<file path="src/rtl/lqs_pkg.sv">
// Package for the linear queue with search block.
// Holds field types, operation codes and status codes; depends on nothing.
`timescale 1ns / 1ps

package lqs_pkg;

  localparam int OP_W   = 2;
  localparam int DATA_W = 32;
  localparam int ST_W   = 3;
  localparam int CAP_W  = 5;

  typedef logic [OP_W-1:0]          op_t;
  typedef logic signed [DATA_W-1:0] data_t;
  typedef logic [ST_W-1:0]          status_t;
  typedef logic [CAP_W-1:0]         cap_t;

  localparam op_t OP_ENQ    = 2'd0;
  localparam op_t OP_DEQ    = 2'd1;
  localparam op_t OP_SEARCH = 2'd2;
  localparam op_t OP_READ   = 2'd3;

  localparam status_t ST_DONE     = 3'd0;
  localparam status_t ST_FULL     = 3'd1;
  localparam status_t ST_EMPTY    = 3'd2;
  localparam status_t ST_FOUND    = 3'd3;
  localparam status_t ST_NOTFOUND = 3'd4;

  localparam cap_t CAP_RESET = 5'd16;

endpackage

</file>
<file path="src/rtl/lqs_in_if.sv">
// Input channel interface: valid, ready and one request beat (op, value).
// Depends on lqs_pkg.
`timescale 1ns / 1ps

interface lqs_in_if;
  import lqs_pkg::*;

  logic  valid;
  logic  ready;
  op_t   op;
  data_t value;

  modport source(output valid, output op, output value, input ready);
  modport sink(input valid, input op, input value, output ready);
endinterface

</file>
<file path="src/rtl/lqs_out_if.sv">
// Result channel interface: valid, ready and one result beat (status, data, last).
// Depends on lqs_pkg.
`timescale 1ns / 1ps

interface lqs_out_if;
  import lqs_pkg::*;

  logic    valid;
  logic    ready;
  status_t status;
  data_t   data;
  logic    last;

  modport source(output valid, output status, output data, output last, input ready);
  modport sink(input valid, input status, input data, input last, output ready);
endinterface

</file>
<file path="src/rtl/lqs_ram.sv">
// Generic single-write, single-read RAM with a registered read port.
// Self-contained; the read data holds while the read enable is low.
`timescale 1ns / 1ps

module lqs_ram #(
  parameter int WIDTH = 32,
  parameter int DEPTH = 16,
  localparam int AW = (DEPTH > 1) ? $clog2(DEPTH) : 1
) (
  input  logic             clk,
  input  logic             wr_en,
  input  logic [AW-1:0]    wr_addr,
  input  logic [WIDTH-1:0] wr_data,
  input  logic             rd_en,
  input  logic [AW-1:0]    rd_addr,
  output logic [WIDTH-1:0] rd_data
);

  logic [WIDTH-1:0] mem [DEPTH];
  logic [WIDTH-1:0] rd_data_r;

  always_ff @(posedge clk) begin
    if (wr_en) begin
      mem[wr_addr] <= wr_data;
    end
    if (rd_en) begin
      rd_data_r <= mem[rd_addr];
    end
  end

  assign rd_data = rd_data_r;

endmodule

</file>
<file path="src/rtl/lqs_ctrl.sv">
// Sequencer of the queue: head and tail pointers, one shared key comparator,
// the scan walk over the slot RAM and the output register. Depends on lqs_pkg,
// lqs_in_if and lqs_out_if; drives the ports of an lqs_ram instance.
`timescale 1ns / 1ps

module lqs_ctrl #(
  parameter int DEPTH = 16,
  localparam int AW = (DEPTH > 1) ? $clog2(DEPTH) : 1
) (
  input  logic              clk,
  input  logic              rst_n,
  input  lqs_pkg::cap_t     capacity,
  lqs_in_if.sink            in_ch,
  lqs_out_if.source         out_ch,
  output logic              ram_we,
  output logic [AW-1:0]     ram_waddr,
  output lqs_pkg::data_t    ram_wdata,
  output logic              ram_re,
  output logic [AW-1:0]     ram_raddr,
  input  lqs_pkg::data_t    ram_rdata
);
  import lqs_pkg::*;

  localparam int PW   = $clog2(DEPTH + 1);
  localparam int CMPW = (PW > CAP_W) ? PW : CAP_W;
  localparam logic [PW-1:0]   P_ONE   = PW'(1);
  localparam logic [PW-1:0]   P_ZERO  = PW'(0);
  localparam logic [CMPW-1:0] DEPTH_X = CMPW'(DEPTH);

  localparam logic [2:0] S_IDLE = 3'd0;
  localparam logic [2:0] S_RD   = 3'd1;
  localparam logic [2:0] S_GET  = 3'd2;
  localparam logic [2:0] S_SCAN = 3'd3;
  localparam logic [2:0] S_PUT  = 3'd4;

  logic [2:0]    state_r, state_nxt;
  logic [PW-1:0] head_r, head_nxt;
  logic [PW-1:0] tail_r, tail_nxt;
  logic [PW-1:0] idx_r, idx_nxt;
  op_t           op_r, op_nxt;
  data_t         key_r, key_nxt;
  logic          hit_r, hit_nxt;
  logic          cmp_v_r, cmp_v_nxt;
  logic          cmp_last_r, cmp_last_nxt;
  status_t       res_status_r, res_status_nxt;
  data_t         res_data_r, res_data_nxt;
  logic          res_last_r, res_last_nxt;
  logic          out_valid_r, out_valid_nxt;
  status_t       out_status_r, out_status_nxt;
  data_t         out_data_r, out_data_nxt;
  logic          out_last_r, out_last_nxt;

  logic [PW-1:0]   idx_inc;
  logic [CMPW-1:0] tail_x;
  logic [CMPW-1:0] cap_x;
  logic            full;
  logic            empty;
  logic            out_free;
  logic            key_match;

  assign idx_inc   = idx_r + P_ONE;
  assign tail_x    = CMPW'(tail_r);
  assign cap_x     = CMPW'(capacity);
  assign full      = (tail_x >= cap_x) || (tail_x >= DEPTH_X);
  assign empty     = head_r >= tail_r;
  assign out_free  = !out_valid_r || out_ch.ready;
  assign key_match = ram_rdata == key_r;

  assign in_ch.ready   = state_r == S_IDLE;
  assign out_ch.valid  = out_valid_r;
  assign out_ch.status = out_status_r;
  assign out_ch.data   = out_data_r;
  assign out_ch.last   = out_last_r;

  assign ram_waddr = tail_r[AW-1:0];
  assign ram_wdata = in_ch.value;
  assign ram_raddr = idx_r[AW-1:0];

  always_comb begin
    state_nxt      = state_r;
    head_nxt       = head_r;
    tail_nxt       = tail_r;
    idx_nxt        = idx_r;
    op_nxt         = op_r;
    key_nxt        = key_r;
    hit_nxt        = hit_r;
    cmp_v_nxt      = cmp_v_r;
    cmp_last_nxt   = cmp_last_r;
    res_status_nxt = res_status_r;
    res_data_nxt   = res_data_r;
    res_last_nxt   = res_last_r;
    out_valid_nxt  = out_valid_r;
    out_status_nxt = out_status_r;
    out_data_nxt   = out_data_r;
    out_last_nxt   = out_last_r;
    ram_we         = 1'b0;
    ram_re         = 1'b0;

    if (out_valid_r && out_ch.ready) begin
      out_valid_nxt = 1'b0;
    end

    case (state_r)
      S_IDLE: begin
        if (in_ch.valid) begin
          op_nxt       = in_ch.op;
          key_nxt      = in_ch.value;
          idx_nxt      = head_r;
          hit_nxt      = 1'b0;
          cmp_v_nxt    = 1'b0;
          cmp_last_nxt = 1'b0;
          res_data_nxt = '0;
          res_last_nxt = 1'b1;
          case (in_ch.op)
            OP_ENQ: begin
              if (full) begin
                res_status_nxt = ST_FULL;
              end else begin
                ram_we         = 1'b1;
                tail_nxt       = tail_r + P_ONE;
                res_status_nxt = ST_DONE;
              end
              state_nxt = S_PUT;
            end
            default: begin
              if (empty) begin
                res_status_nxt = ST_EMPTY;
                state_nxt      = S_PUT;
              end else if (in_ch.op == OP_SEARCH) begin
                state_nxt = S_SCAN;
              end else begin
                state_nxt = S_RD;
              end
            end
          endcase
        end
      end
      S_RD: begin
        ram_re    = 1'b1;
        state_nxt = S_GET;
      end
      S_GET: begin
        res_status_nxt = ST_DONE;
        res_data_nxt   = ram_rdata;
        res_last_nxt   = (op_r == OP_READ) ? (idx_inc == tail_r) : 1'b1;
        if (op_r == OP_DEQ) begin
          if (head_r == P_ZERO && tail_r == P_ONE) begin
            head_nxt = P_ZERO;
            tail_nxt = P_ZERO;
          end else begin
            head_nxt = head_r + P_ONE;
          end
        end
        state_nxt = S_PUT;
      end
      S_SCAN: begin
        if (idx_r < tail_r) begin
          ram_re       = 1'b1;
          idx_nxt      = idx_inc;
          cmp_v_nxt    = 1'b1;
          cmp_last_nxt = idx_inc == tail_r;
        end else begin
          cmp_v_nxt = 1'b0;
        end
        if (cmp_v_r) begin
          hit_nxt = hit_r | key_match;
          if (cmp_last_r) begin
            res_status_nxt = (hit_r | key_match) ? ST_FOUND : ST_NOTFOUND;
            state_nxt      = S_PUT;
          end
        end
      end
      S_PUT: begin
        if (out_free) begin
          out_valid_nxt  = 1'b1;
          out_status_nxt = res_status_r;
          out_data_nxt   = res_data_r;
          out_last_nxt   = res_last_r;
          if (op_r == OP_READ && !res_last_r) begin
            idx_nxt   = idx_inc;
            state_nxt = S_RD;
          end else begin
            state_nxt = S_IDLE;
          end
        end
      end
      default: begin
        state_nxt = S_IDLE;
      end
    endcase
  end

  always_ff @(posedge clk) begin
    if (!rst_n) begin
      state_r     <= S_IDLE;
      head_r      <= '0;
      tail_r      <= '0;
      out_valid_r <= 1'b0;
    end else begin
      state_r     <= state_nxt;
      head_r      <= head_nxt;
      tail_r      <= tail_nxt;
      out_valid_r <= out_valid_nxt;
    end
  end

  always_ff @(posedge clk) begin
    idx_r        <= idx_nxt;
    op_r         <= op_nxt;
    key_r        <= key_nxt;
    hit_r        <= hit_nxt;
    cmp_v_r      <= cmp_v_nxt;
    cmp_last_r   <= cmp_last_nxt;
    res_status_r <= res_status_nxt;
    res_data_r   <= res_data_nxt;
    res_last_r   <= res_last_nxt;
    out_status_r <= out_status_nxt;
    out_data_r   <= out_data_nxt;
    out_last_r   <= out_last_nxt;
  end

endmodule

</file>
<file path="src/rtl/linear_queue_with_search_unit.sv">
// Top level of the linear queue with search: capacity register, sequencer
// and slot RAM. Depends on lqs_pkg, lqs_in_if, lqs_out_if, lqs_ram, lqs_ctrl.
//
// Usage: each request beat on in_ch carries an op (enqueue, dequeue, search,
// read out) and a value. Result beats leave on out_ch with status, data and
// a last flag; only a read out of a non-empty queue gives several beats, one
// per live entry. The capacity register is written through cfg_we/cfg_wdata by the
// user only while the block is idle; the block does not enforce it. Fill stops at DEPTH.
// Flow: a full or successful enqueue and every empty result go from acceptance
// straight to the output stage, which registers the beat, and the sequencer then
// returns to idle. A dequeue goes through RAM read, capture and output register
// before the sequencer takes the next request. A search walks the live entries
// through the one RAM read port and the shared key comparator, one entry per
// cycle, and then registers its found or not-found beat. A read out takes each
// entry through RAM read, capture and output register.
// in_ch.ready is high only while the sequencer is idle, so one request is in
// work at a time. When the receiver stalls, the output register holds its beat
// and the sequencer waits before loading the next one; nothing is dropped.
// Reset clears both pointers, the output valid and sets the capacity to 16;
// the slot RAM is not cleared, as only written slots are ever read.
`timescale 1ns / 1ps

module linear_queue_with_search_unit #(
  parameter int DEPTH = 16
) (
  input  logic          clk,
  input  logic          rst_n,
  lqs_in_if.sink        in_ch,
  lqs_out_if.source     out_ch,
  input  logic          cfg_we,
  input  lqs_pkg::cap_t cfg_wdata
);
  import lqs_pkg::*;

  localparam int AW = (DEPTH > 1) ? $clog2(DEPTH) : 1;

  cap_t cap_r, cap_nxt;

  logic          ram_we;
  logic [AW-1:0] ram_waddr;
  data_t         ram_wdata;
  logic          ram_re;
  logic [AW-1:0] ram_raddr;
  data_t         ram_rdata;

  always_comb begin
    cap_nxt = cap_r;
    if (cfg_we) begin
      cap_nxt = cfg_wdata;
    end
  end

  always_ff @(posedge clk) begin
    if (!rst_n) begin
      cap_r <= CAP_RESET;
    end else begin
      cap_r <= cap_nxt;
    end
  end

  lqs_ctrl #(
    .DEPTH(DEPTH)
  ) u_ctrl (
    .clk       (clk),
    .rst_n     (rst_n),
    .capacity  (cap_r),
    .in_ch     (in_ch),
    .out_ch    (out_ch),
    .ram_we    (ram_we),
    .ram_waddr (ram_waddr),
    .ram_wdata (ram_wdata),
    .ram_re    (ram_re),
    .ram_raddr (ram_raddr),
    .ram_rdata (ram_rdata)
  );

  lqs_ram #(
    .WIDTH(DATA_W),
    .DEPTH(DEPTH)
  ) u_slots (
    .clk     (clk),
    .wr_en   (ram_we),
    .wr_addr (ram_waddr),
    .wr_data (ram_wdata),
    .rd_en   (ram_re),
    .rd_addr (ram_raddr),
    .rd_data (ram_rdata)
  );

endmodule

</file>
<file path="src/flat_wrapper.sv">
// flat-port wrapper written by rule: the top's interface ports become plain ports
module linear_queue_with_search_unit_flat import lqs_pkg::*;
#(
  parameter int DEPTH = 16
)
  (clk, rst_n, cfg_we, cfg_wdata, in_ch_valid, in_ch_op, in_ch_value, in_ch_ready, out_ch_valid, out_ch_status, out_ch_data, out_ch_last, out_ch_ready);
  lqs_in_if in_ch_i ();
  lqs_out_if out_ch_i ();
  input  logic clk;
  input  logic rst_n;
  input  logic cfg_we;
  input  lqs_pkg::cap_t cfg_wdata;
  input wire logic [$bits(in_ch_i.valid)-1:0] in_ch_valid;
  input wire logic [$bits(in_ch_i.op)-1:0] in_ch_op;
  input wire logic [$bits(in_ch_i.value)-1:0] in_ch_value;
  output wire logic [$bits(in_ch_i.ready)-1:0] in_ch_ready;
  output wire logic [$bits(out_ch_i.valid)-1:0] out_ch_valid;
  output wire logic [$bits(out_ch_i.status)-1:0] out_ch_status;
  output wire logic [$bits(out_ch_i.data)-1:0] out_ch_data;
  output wire logic [$bits(out_ch_i.last)-1:0] out_ch_last;
  input wire logic [$bits(out_ch_i.ready)-1:0] out_ch_ready;
  assign in_ch_i.valid = in_ch_valid;
  assign in_ch_i.op = in_ch_op;
  assign in_ch_i.value = in_ch_value;
  assign in_ch_ready = in_ch_i.ready;
  assign out_ch_valid = out_ch_i.valid;
  assign out_ch_status = out_ch_i.status;
  assign out_ch_data = out_ch_i.data;
  assign out_ch_last = out_ch_i.last;
  assign out_ch_i.ready = out_ch_ready;
  linear_queue_with_search_unit #(.DEPTH(DEPTH)) u_core (.clk(clk), .rst_n(rst_n), .in_ch(in_ch_i), .out_ch(out_ch_i), .cfg_we(cfg_we), .cfg_wdata(cfg_wdata));
endmodule
</file>
<file path="config.mk">
export PLATFORM = sky130hd
export DESIGN_NAME = linear_queue_with_search_unit_flat
export DESIGN_NICKNAME = d
export VERILOG_FILES = /design/src/rtl/lqs_pkg.sv /design/src/rtl/lqs_in_if.sv /design/src/rtl/lqs_out_if.sv /design/src/rtl/lqs_ram.sv /design/src/rtl/lqs_ctrl.sv /design/src/rtl/linear_queue_with_search_unit.sv /design/src/flat_wrapper.sv
export SDC_FILE = /design/constraint.sdc
export NUM_CORES = 1
export LEC_CHECK = 0
export BUFFER_PORTS_ARGS = -buffer_cell sky130_fd_sc_hd__buf_2
export CORE_ASPECT_RATIO = 0.7
export CORE_MARGIN = 2
export CORE_UTILIZATION = 55
export CTS_BUF_LIST = sky130_fd_sc_hd__clkbuf_16
export DETAILED_ROUTE_END_ITERATION = 10
export PLACE_DENSITY_LB_ADDON = 0.25
export SLEW_MARGIN = 0
export SYNTH_ARGS = -nofsm -noshare
export SYNTH_HDL_FRONTEND = slang
export SYNTH_SLANG_ARGS = --single-unit
</file>
<file path="constraint.sdc">
create_clock -name clk -period 9.5 [get_ports clk]
set_input_delay 1.9 -clock clk [delete_from_list [all_inputs] [get_ports clk]]
set_output_delay 1.9 -clock clk [all_outputs]
set_load 0.02 [all_outputs]
</file>
==> results of run 1 <==
==> area by class of cell <==
type                       count  share of cell area [%]
antenna                        4                  0.0346
clock buffer                  63                    5.46
clock inverter                51                    1.22
inverter                      17                   0.225
multi-input combinational    424                    19.0
sequential                   677                    69.7
tap                          612                    2.65
timing repair buffer          93                    1.71
==> registers in the layout, summed over array words and instances, names as in the netlist, 2 cells and up <==
register                     count
u_core.u_ctrl.res_data_r        32
u_core.u_ctrl.key_r             32
u_core.u_ctrl.head_r             5
u_core.u_ctrl.state_r            3
u_core.u_ctrl.out_ch.status      3
u_core.u_ctrl.tail_r             5
u_core.u_slots.mem             512
u_core.u_ctrl.idx_r              5
u_core.u_slots.rd_data          32
u_core.u_ctrl.res_status_r       3
u_core.u_ctrl.out_ch.data       32
u_core.cap_r                     5
u_core.u_ctrl.op_r               2
==> cells by family after synthesis <==
kind of cell	Yosys count
mux	165
flops	677
xor+xnor	43
simple gates	146
compound gates	48
buf+inv	66
fa+ha+maj	22
==> power groups by stage <==
stage          sequential [mW]  combinational (mW)  clock (mW)
3_5_place_dp              3.40               0.360           0
5_1_grt                   3.34               0.385        2.53
4_1_cts                   3.33               0.363        2.41
3_3_place_gp              3.40               0.353           0
6_report                  3.33               0.362        2.37
2_1_floorplan             3.41               0.203           0
==> per-stage QoR <==
stage,instances,utilization [%]
finish,1941,62.3
detailed placement,1823,58.1
global route,1937,62.3
global placement,1823,58.1
CTS,1937,62.3
floorplan,1167,-
==> layer usage <==
layer	vias to the layer above	share of wire, %	wire length [um]
met5	-	0.20	118
met4	4	1.4	835
met3	73	13	7420
met2	642	41	23900
met1	6492	44	25800
li1	5065	-	-
==> worst register-to-register path, delay by kind of cell (launching register included) <==
family	cells	cell delay (ps)
and+or+nand+nor	2	1640
DFF	1	720
AOI/OAI and AO/OA	3	580
adders and majority gates	1	360
==> Yosys cell counts (all sizes together) (2+ instances only) <==
cell type and count:
nor4 2, o21a 2, dfxtp 19, nor2b 5, buf 21, o221ai 2
nand2 21, nand2b 4, a32o 3, o22ai 2, a21oi 14, nand4 14
mux2i 4, nand3 6, clkinv 2, or4 2, inv 15, clkbuf 28
a31oi 3, a21o 2, and3 14, o31ai 3, xnor2 36, and4 5
o41ai 2, xor2 7, a211oi 2, o21ai 8, ha 22, nor3 6
nor2 26, edfxtp 658, and2 35, mux4 160
==> worst max path at each step <==
stage	start	to	slack, ps	cells past startpoint
after floorplan	out_ch_ready	u_core.u_ctrl.idx_r[0]$_DFFE_PP_	5240	4
after global placement	in_ch_valid	u_core.u_slots.mem[12][15]$_DFFE_PP_	5310	5
after detailed placement	in_ch_valid	u_core.u_slots.mem[12][18]$_DFFE_PP_	5200	5
after CTS	u_core.u_ctrl.state_r[2]$_SDFFE_PN0P_	in_ch_ready	5750	3
after global routing	u_core.u_ctrl.tail_r[2]$_SDFFE_PN0P_	u_core.u_slots.mem[14][20]$_DFFE_PP_	5550	6
final	u_core.u_ctrl.state_r[2]$_SDFFE_PN0P_	in_ch_ready	5770	3
==> out/results.txt, run 1 <==
Status: complete, no violations
Seq pwr share: 54.9%
Post-DP HPWL: 36800 um
Clock power frac: 39.1%
Crit Path Max Fanout: 14
Synth area leaders: edfxtp_1 (76%), mux4_2 (14%), dfxtp_1 (1.5%)
Simple-Gate Fraction of Synth Area: 3.21%
Ys Warns: 0
I/O Pins: 82
Commonest non-fill, non-tap cell in the layout: edfxtp_1
Most used DFF post-synth: edfxtp_1
Post-Synth XOR/XNOR Area: 1.46%
First-pass GRT wire length: 83800 um
DRC viols: 0
Vias in the first global route: 12000
CTS Buf Count: 61
Drt pass-1 iters: 4
CP max-delay cell: or3_4
Final worst path period share: 39.3%
Initial Util: 55.8%
Startpoint type of the worst setup path: flip-flop
Largest net degree at the start of global routing: 69
RSZ-0062 raised after global routing: no
Vias: 12276
RR Startpoint: u_core.u_ctrl.tail_r[2]$_SDFFE_PN0P_
Syn Inst Count: 1167
Met2 usage: 32.5%
CTS max path bufs: 3
Synthesized Nets: 1233
Largest family of logic cells by synthesized area: multiplexers
Gr usage total: 24.3%
DP Worst Slack: 5200 ps
GR peak layer: met1
Worst path cell trace: or3_4 > clkinv_2 > buf_2
Skew final: 18.2 ps
PnR Total Power: 6.07 mW
Final min period: 3730 ps
Complex-gate fraction of the synthesized area: 1.22%
Max Slew Vio Count: 0
Design area: 28900 um^2
Internal Power: 4.77 mW
Hold-critical path depth: 0
# rows: 66
Fill count: 3162
Reg2reg end: u_core.u_slots.mem[15][13]$_DFFE_PP_
Fmax: 0.268 GHz
TritonCTS Sinks: 677
Worst hold-check path type: reg2reg
Cell family with most CP delay: simple AND/OR/NAND/NOR gates
Switching power: 1.30 mW
Routability Congestion: 0.872
Worst setup margin: 5770 ps
Vias per std cell: 6.32
Initial antenna violation count: 5
CTS H-Tree Depth: 2
Worst EP arrival: 1830 ps
Logic pwr share: 6.0%
Measured slew at the worst slew-check pin: 1030 ps
Postcts setup bufs: 0
Pwr dens: 210 nW/um^2
Post-synth ARST share: 0%
Setup TNS: 0 ps
Routed wire per std cell: 29.9 um
Critical path type: reg2out
WP buf/inv: 2
Synth Area in Adders: 1.06%
Setup Viol. Count Final: 0
Hold bufs inserted after CTS: 0
Post-synth EDFFs: 658
Critical path capture point type: output pin
WL final: 58000 um
DIE WIDTH: 263 um
Max-slew headroom: 31.5%
Net count, final: 1340
Switching share of power: 21.5%
Sequential fraction of the synthesis area: 77.8%
Met3 GRT Util: 8.84%
Max-cap violations: 0
Global routing usage on met1: 38.6%
Count of cell types in the netlist: 52
DRT iter0 DRCs: 1578
Storage element area: 20100 um^2
Dpl cell area: 27000 um^2
Clock Pin Slew Worst Setup and Hold Paths: 60 ps
Crit path largest cell delay: 500 ps
Required time of the critical path: 7600 ps
Share of cells above drive strength 1: 28.0%
Die H: 185 um
Worst r2r path cells: 6
Seq cells post-synth: 677
Final hold violation count: 0
Yosys top cell area share: 76.4%
Hold path endpoint: u_core.u_ctrl.out_ch.data[25]$_DFFE_PP_
Area Growth Syn to Fin: 11.7%
CTS tree: built
Clk_lat worst skew: 610 ps
Post-Syn Area: 25900 um^2
Post-synthesis mux area share: 14.1%
Worst vdd ir: 0.000151 V
Commonest cells after routing, fill and taps aside: edfxtp_1 (658), mux4_2 (160), buf_2 (81), clkbuf_16 (63), xnor2_1 (36)
Core box area: 46400 um^2
Cts repair resizes: 0
Die footprint: 48800 um^2
Min-delay src: u_core.u_ctrl.res_data_r[25]$_SDFFCE_PN0P_
P_leak: 9.26 nW
Detail Route Antenna Nets: 0
Gr ovfl total: 0
Mapped Avg Cell Area: 22.2 um^2
Fin Hold WS: 414 ps
Multi-input logic area: 5500 um^2
Clk Tree Root Cell: clkbuf_16
Biggest area consumer among synthesized cells: edfxtp_1
R2R Setup Slk: 5790 ps
Port bufs: 81
No activity file was read; power rests on OpenSTA's default activity.
==> run 2, diff against run 1 <==
--- a/config.mk
+++ b/config.mk
@@ -5,6 +5,7 @@
 export SDC_FILE = /design/constraint.sdc
 export NUM_CORES = 1
 export LEC_CHECK = 0
+export ABC_AREA = 1
 export BUFFER_PORTS_ARGS = -buffer_cell sky130_fd_sc_hd__buf_2
 export CORE_ASPECT_RATIO = 0.7
 export CORE_MARGIN = 2
==> constraint.sdc (replaced) <==
create_clock -name clk -period 3.6 [get_ports clk]
set_input_delay 0.72 -clock clk [delete_from_list [all_inputs] [get_ports clk]]
set_output_delay 0.72 -clock clk [all_outputs]
set_load 0.02 [all_outputs]
==> run 2 against run 1 <==
  * Via count grew 36%
  * Final cell count grew 47%
  * Synthesized cell count grew 78%
  * Critical path depth grew 7
  * Die area grew 4.1%
  * Total power grew to 3.9 times the previous value
  * Sequential share of layout area shrank 3.0 points
  * Design area grew 4.5%
  * Wire length grew 9.8%
  * Setup slack lost 5200 ps
  * Area after synthesis grew 4.1%
  * Flip-flop and latch count is the same
  * Largest cell class unchanged
  * Largest power group unchanged
  * Highest routed layer is now met4
==> out/results.txt, run 2 <==
Count leader, synth: edfxtp_1
Clk Tree Root Cell: clkbuf_16
Initial antenna violation count: 0 (-5)
Skew final: 13.5 ps (-4.66 ps)
Syn Inst Count: 2081 (+78%)
Crit path largest cell delay: 520 ps (+20 ps)
Most used DFF post-synth: edfxtp_1
Cell family with most CP delay: simple AND/OR/NAND/NOR gates
Status: complete, no violations
Worst path cell trace: inv_1 > ha_1 > inv_1 > nand2_1 > nand4_1 > nand4_1 > nor2_2 > nand2_1 > nor2_4 > buf_4
Internal Power: 15.5 mW (+220%)
Core box area: 48100 um^2 (+3.7%)
Clock power frac: 28.4% (-11 points)
Max FFs per register: 512 (unchanged)
Final worst path period share: 84.1%
Max-slew headroom: 34.3% (+2.8 points)
Required time of the critical path: 3910 ps (-3690 ps)
Seq pwr share: 41.9% (-13 points)
Logic pwr share: 29.7% (+24 points)
WL final: 63700 um (+9.8%)
Worst EP arrival: 3340 ps (+1510 ps)
DIE WIDTH: 269 um (+2.0%)
Reg2reg end: u_core.u_slots.mem[8][9]$_DFFE_PP_
Cts repair resizes: 0 (unchanged)
Min-delay src: in_ch_op[0]
Max-cap violations: 0 (unchanged)
Fmax: 0.330 GHz
Startpoint type of the worst setup path: flip-flop
Postcts setup bufs: 0 (unchanged)
Routability Congestion: 0.870 (-0.24%)
Critical path capture point type: flip-flop
CTS max path bufs: 3 (unchanged)
Net count, final: 2219 (+66%)
Share of cells above drive strength 1: 11.2% (-17 points)
Hold bufs inserted after CTS: 0 (unchanged)
Seq cells post-synth: 677 (unchanged)
Vias per std cell: 5.85 (-7.5%)
DRC viols: 0 (unchanged)
CTS tree: built
Most frequent cells after synthesis: edfxtp_1 (658), nor2_1 (478), o21ai_0 (230)
Biggest register: u_core.u_slots.mem
Gr usage total: 25.3% (+1.1 points)
Die H: 189 um (+2.0%)
Post-DP HPWL: 39900 um (+8.7%)
DP Worst Slack: 512 ps (-4690 ps)
Clk_lat worst skew: 620 ps (about the same)
Crit Path Max Fanout: 16 (+2)
Worst hold-check path type: in2reg
CTS Buf Count: 61 (unchanged)
Switching power: 8.30 mW (+540%)
Final hold violation count: 0 (unchanged)
RR Startpoint: u_core.u_ctrl.tail_r[0]$_SDFFE_PN0P_
P_leak: 10.4 nW (+12%)
Gr ovfl total: 0 (unchanged)
Area Growth Syn to Fin: 12.1%
Switching share of power: 34.9% (+13 points)
Max Slew Vio Count: 0 (unchanged)
Count of cell types in the netlist: 33 (-37%)
I/O Pins: 82 (unchanged)
Vias: 16706 (+36%)
Hold path endpoint: u_core.u_ctrl.op_r[0]$_DFFE_PP_
Routed wire per std cell: 22.3 um (-25%)
Final min period: 3030 ps
Worst setup margin: 574 ps (-5200 ps)
Die footprint: 50800 um^2 (+4.1%)
DRT iter0 DRCs: 2708 (+72%)
Clock Pin Slew Worst Setup and Hold Paths: 70 ps (about the same)
Critical path type: reg2reg
Drt pass-1 iters: 5 (+1)
Sequential fraction of the synthesis area: 74.7% (-3.1 points)
Synthesized Nets: 2147 (+74%)
Largest net degree at the start of global routing: 157 (+130%)
Initial Util: 56.0% (+0.24 points)
Hold-critical path depth: 1 (+1)
Post-synth EDFFs: 658 (unchanged)
Port bufs: 81 (unchanged)
TritonCTS Sinks: 677 (unchanged)
Post-synth ARST share: 0% (unchanged)
Worst r2r path cells: 10 (+4)
RSZ-0062 raised after global routing: no
Commonest cells after routing, fill and taps aside: edfxtp_1 (658), nor2_1 (461), o21ai_0 (230), nand2_1 (146), o211ai_1 (129)
Mapped Avg Cell Area: 12.9 um^2 (-42%)
Worst vdd ir: 0.000821 V (+440%)
Ys Warns: 0 (unchanged)
Pwr dens: 787 nW/um^2 (+270%)
Biggest area consumer among synthesized cells: edfxtp_1
CTS H-Tree Depth: 2 (unchanged)
R2R Setup Slk: 570 ps (-5220 ps)
CP max-delay cell: nor2_4
WP buf/inv: 3 (+1)
Commonest non-fill, non-tap cell in the layout: edfxtp_1
Measured slew at the worst slew-check pin: 986 ps (-42.1 ps)
Detail Route Antenna Nets: 0 (unchanged)
Synth area leaders: edfxtp_1 (73%), nor2_1 (6.7%), o21ai_0 (4.3%)
Setup Viol. Count Final: 0 (unchanged)
ANT cells: 0 (-4)
Vias in the first global route: 15591 (+30%)
Setup TNS: 0 ps (unchanged)
# rows: 67 (+1.5%)
Post-Syn Area: 26900 um^2 (+4.1%)
First-pass GRT wire length: 96700 um (+15%)
Yosys top cell area share: 73.3% (-3.0 points)
run 2: changes by cell type after synthesis, sizes merged, moves of 35 or more:
cell / before / now
nor2: 26 / 481
o21ai: 8 / 298
mux4: 160 / 0
nand2: 21 / 150
o211ai: 1 / 129
inv: 15 / 96
nand3: 6 / 58
buf: 21 / 66
and2: 35 / 0
run 2: cell type report:
cell class / count / area [um^2]
clock buffers: 63 / 1580
clock inverters: 47 / 509
fillers: 3560 / 17900
inverters: 97 / 372
multi-input cells: 1196 / 5970
flip-flops and latches: 677 / 20100
well taps: 655 / 820
repair buffers: 120 / 823
run 2: per-layer routing:
| layer | vias to the layer above | global-route usage [%] | wire, um |
|---|---|---|---|
| li1 | 7600 | - | - |
| met1 | 8179 | 42.7 | 29000 |
| met2 | 864 | 33.9 | 26300 |
| met3 | 63 | 5.67 | 7650 |
| met4 | 0 | 3.87 | 644 |
| met5 | - | 0 | 0 |
run 2: power groups by stage:
stage	Clock [mW]	Combinational [mW]	Sequential, mW
floorplan	0	4.52	10.2
global placement	0	6.85	10.1
detailed placement	0	6.92	10.1
CTS	6.84	6.96	9.96
global route	7.18	7.77	10.0
finish	6.75	7.06	9.96
run 2: worst max-delay path by stage:
| stage | start | to | slack [ps] | cells after the start |
|---|---|---|---|---|
| after CTS | u_core.u_ctrl.tail_r[0]$_SDFFE_PN0P_ | u_core.u_slots.mem[8][4]$_DFFE_PP_ | 600 | 10 |
| after detailed placement | in_ch_op[1] | u_core.u_slots.mem[8][11]$_DFFE_PP_ | 510 | 7 |
| after floorplan | u_core.u_ctrl.tail_r[2]$_SDFFE_PN0P_ | u_core.u_slots.mem[0][0]$_DFFE_PP_ | 470 | 8 |
| final | u_core.u_ctrl.tail_r[0]$_SDFFE_PN0P_ | u_core.u_slots.mem[8][9]$_DFFE_PP_ | 570 | 10 |
| after global placement | in_ch_op[1] | u_core.u_slots.mem[8][9]$_DFFE_PP_ | 630 | 7 |
| after global routing | u_core.u_ctrl.tail_r[2]$_SDFFE_PN0P_ | u_core.u_slots.mem[8][7]$_DFFE_PP_ | 400 | 9 |
run 2: logic make-up after synthesis:
kind of cell | synth area share, %
simple gates | 10.3
flops | 74.7
compound gates | 9.48
buf+inv | 3.58
xor+xnor | 0.878
fa+ha+maj | 1.02
run 2: per-stage QoR:
| stage | power (mW) | hold WS (ps) | util, % | instance area [um^2] | cells |
|---|---|---|---|---|---|
| final | 23.8 | 316 | 62.8 | 30200 | 2855 |
| after global routing | 25.0 | 298 | 62.8 | 30200 | 2855 |
| after CTS | 23.8 | 295 | 62.8 | 30200 | 2855 |
| after detailed placement | 17.1 | 405 | 58.5 | 28100 | 2745 |
| after global placement | 17.0 | 401 | 58.5 | 28100 | 2745 |
| after floorplan | 14.7 | 400 | - | 26900 | 2081 |
==> run 3, diff against run 2 <==
--- a/config.mk
+++ b/config.mk
@@ -5,7 +5,7 @@
 export SDC_FILE = /design/constraint.sdc
 export NUM_CORES = 1
 export LEC_CHECK = 0
-export ABC_AREA = 1
+export ABC_AREA = 0
 export BUFFER_PORTS_ARGS = -buffer_cell sky130_fd_sc_hd__buf_2
 export CORE_ASPECT_RATIO = 0.7
 export CORE_MARGIN = 2
==> constraint.sdc (replaced) <==
create_clock -name clk -period 2.6 [get_ports clk]
set_input_delay 0.52 -clock clk [delete_from_list [all_inputs] [get_ports clk]]
set_output_delay 0.52 -clock clk [all_outputs]
set_load 0.02 [all_outputs]
==> run 3 against run 2 <==
  * Utilization rose by 1.3 points
  * Register-to-register slack got worse by 470 ps
  * Via count fell by 27%
  * Flip-flop and latch count did not move
  * Critical path type unchanged
  * Global-route usage fell by 1.8 points
  * Final cell count fell by 30%
  * Wire length fell by 12%
  * Highest routed layer unchanged
  * Critical endpoint is now u_core.u_slots.rd_data[13]$_DFFE_PP_
  * Critical path depth fell by 2
  * Combinational power fell by 82%
  * Count of clock-buffer cells in the layout fell by 2
  * Fmax rose by 21%
  * Worst hold slack got worse by 150 ps
==> out/results.txt, run 3 (same netlist as run 1, synthesis figures left out) <==
Status: complete, no violations
Area Growth Syn to Fin: 15.0%
Vias in the first global route: 12255 (-21%)
Met2 WL: 25200 um (-4.1%)
Commonest non-fill, non-tap cell in the layout: edfxtp_1
Highest metal used: met4
DRT iter0 DRCs: 1463 (-46%)
Startpoint type of the worst setup path: flip-flop
I/O Pins: 82 (unchanged)
Cell family with most CP delay: compound AO/OA/AOI/OAI gates
Crit Path Max Fanout: 16 (unchanged)
Crit path largest cell delay: 410 ps (-110 ps)
Initial antenna violation count: 1 (+1)
Share of cells above drive strength 1: 30.7% (+19 points)
DRC viols: 0 (unchanged)
WL final: 56100 um (-12%)
Max Slew Vio Count: 0 (unchanged)
Max FFs per register: 512 (unchanged)
Detail Route Antenna Nets: 0 (unchanged)
Pwr dens: 748 nW/um^2 (-4.9%)
P_leak: 9.66 nW (-6.7%)
Core box area: 46400 um^2 (-3.6%)
Net count, final: 1394 (-37%)
DIE WIDTH: 263 um (-2.0%)
Measured slew at the worst slew-check pin: 646 ps (-340 ps)
Biggest register: u_core.u_slots.mem
Worst hold-check path type: in2reg
Dpl cell area: 27800 um^2 (-1.3%)
Clk_lat worst skew: 620 ps (about the same)
Clock Pin Slew Worst Setup and Hold Paths: 60 ps (about the same)
Die H: 185 um (-2.0%)
CP max-delay cell: dfxtp_2
First-pass GRT wire length: 82900 um (-14%)
Gr usage total: 23.5% (-1.8 points)
Worst vdd ir: 0.000585 V (-29%)
Port bufs: 81 (unchanged)
CTS tree: built
RSZ-0062 raised after global routing: no
Max-cap violations: 0 (unchanged)
Vias per std cell: 6.17 (+5.5%)
Setup Viol. Count Final: 0 (unchanged)
Drt pass-1 iters: 5 (unchanged)
Post-Route M1 WL: 25300 um (-13%)
Met3 wire len: 4590 um (-40%)
Initial Util: 55.8% (-0.24 points)
Commonest cells after routing, fill and taps aside: edfxtp_1 (658), mux4_2 (160), buf_2 (81), clkbuf_16 (62), xnor2_1 (36)
Largest net degree at the start of global routing: 83 (-47%)
Vias: 12275 (-27%)
CTS Buf Count: 59 (-3.3%)
Critical path capture point type: flip-flop
Design area: 29800 um^2 (-1.5%)
WP buf/inv: 2 (-1)
Skew final: 21.8 ps (+8.31 ps)
Critical path type: reg2reg
Post-DP HPWL: 33800 um (-15%)
Routed wire per std cell: 28.2 um (+27%)
Required time of the critical path: 2910 ps (-1000 ps)
CTS max path bufs: 3 (unchanged)
Routability Congestion: 0.794 (-8.8%)
Postcts setup bufs: 0 (unchanged)
Die footprint: 48800 um^2 (-3.9%)
Hold bufs inserted after CTS: 0 (unchanged)
Final hold violation count: 0 (unchanged)
Setup TNS: 0 ps (unchanged)
TritonCTS Sinks: 677 (unchanged)
CTS H-Tree Depth: 2 (unchanged)
Worst EP arrival: 2810 ps (-530 ps)
Fmax: 0.400 GHz (+21%)
Final min period: 2500 ps (-529 ps)
Clk Tree Root Cell: clkbuf_16
# rows: 66 (-1.5%)
Gr ovfl total: 0 (unchanged)
Worst path cell trace: inv_1 > ha_1 > nor2b_1 > o21a_1 > o21ai_0 > a21boi_0 > o22ai_4 > clkbuf_16
Final worst path period share: 96.1% (+12 points)
Max-slew headroom: 56.9% (+23 points)
==> run 3: cell count changes in the layout (fill, tap and decap cells not counted), moves of 68 or more <==
cell	change
inv_1	-72
o21ai_1	-68
nand2_1	-127
mux4_2	+160
o21ai_0	-222
nor2_1	-436
o211ai_1	-128
==> run 3: metrics by stage <==
step	power [mW]	hold WS, ps	std cells	utilization [%]	setup slack [ps]
finish	22.3	161	1989	64.1	102
global route	23.0	156	1989	64.1	16.3
CTS	22.4	132	1987	64.0	98.4
detailed placement	13.7	405	1878	59.8	101
global placement	13.7	402	1878	59.8	140
floorplan	13.2	400	1167	-	9.69
==> run 3: worst min-delay path: stages <==
cell and delay, ps:
buf_2 80, mux2i_1 60, nor2_1 70
==> run 3: path summary, 6_finish.rpt <==
| kind | end | slack [ps] | startpoint | depth (start not counted) |
|---|---|---|---|---|
| min | u_core.cap_r[0]$_SDFFE_PN0P_ | 160 | cfg_wdata[0] | 3 |
| min reg2reg | u_core.u_ctrl.out_ch.data[10]$_DFFE_PP_ | 410 | u_core.u_ctrl.res_data_r[10]$_SDFFCE_PN0P_ | 0 |
| max reg2reg | u_core.u_slots.rd_data[13]$_DFFE_PP_ | 100 | u_core.u_ctrl.tail_r[1]$_SDFFE_PN0P_ | 8 |
| max | u_core.u_slots.rd_data[13]$_DFFE_PP_ | 100 | u_core.u_ctrl.tail_r[1]$_SDFFE_PN0P_ | 8 |
==> run 3: final cells by class <==
type                            instances  area, um^2
Sequential cell                       677       20100
Fill cell                            3102       16700
Multi-Input combinational cell        424        5500
Clock buffer                           61        1530
Timing Repair Buffer                  149        1330
Tap cell                              612         766
Clock inverter                         48         417
Inverter                               17        65.1
Antenna cell                            1        2.50
==> run 3: power by group <==
part           total (mW)  internal, mW  switching (mW)
Combinational        1.30         0.565           0.736
Sequential           12.2          12.1          0.0508
Clock                8.79          4.94            3.85
==> run 3: per-layer routing <==
layer  up-vias  track usage, %
met3        70            4.47
li1       5175               -
met4         0            5.44
met2       533            34.7
met1      6497            36.9
met5         -               0
==> run 3: what timing repair did <==
action / in CTS / in global routing
hold endpoints to repair: 0 / 0
setup endpoints to repair: 0 / 38
resized for setup: 0 / 2
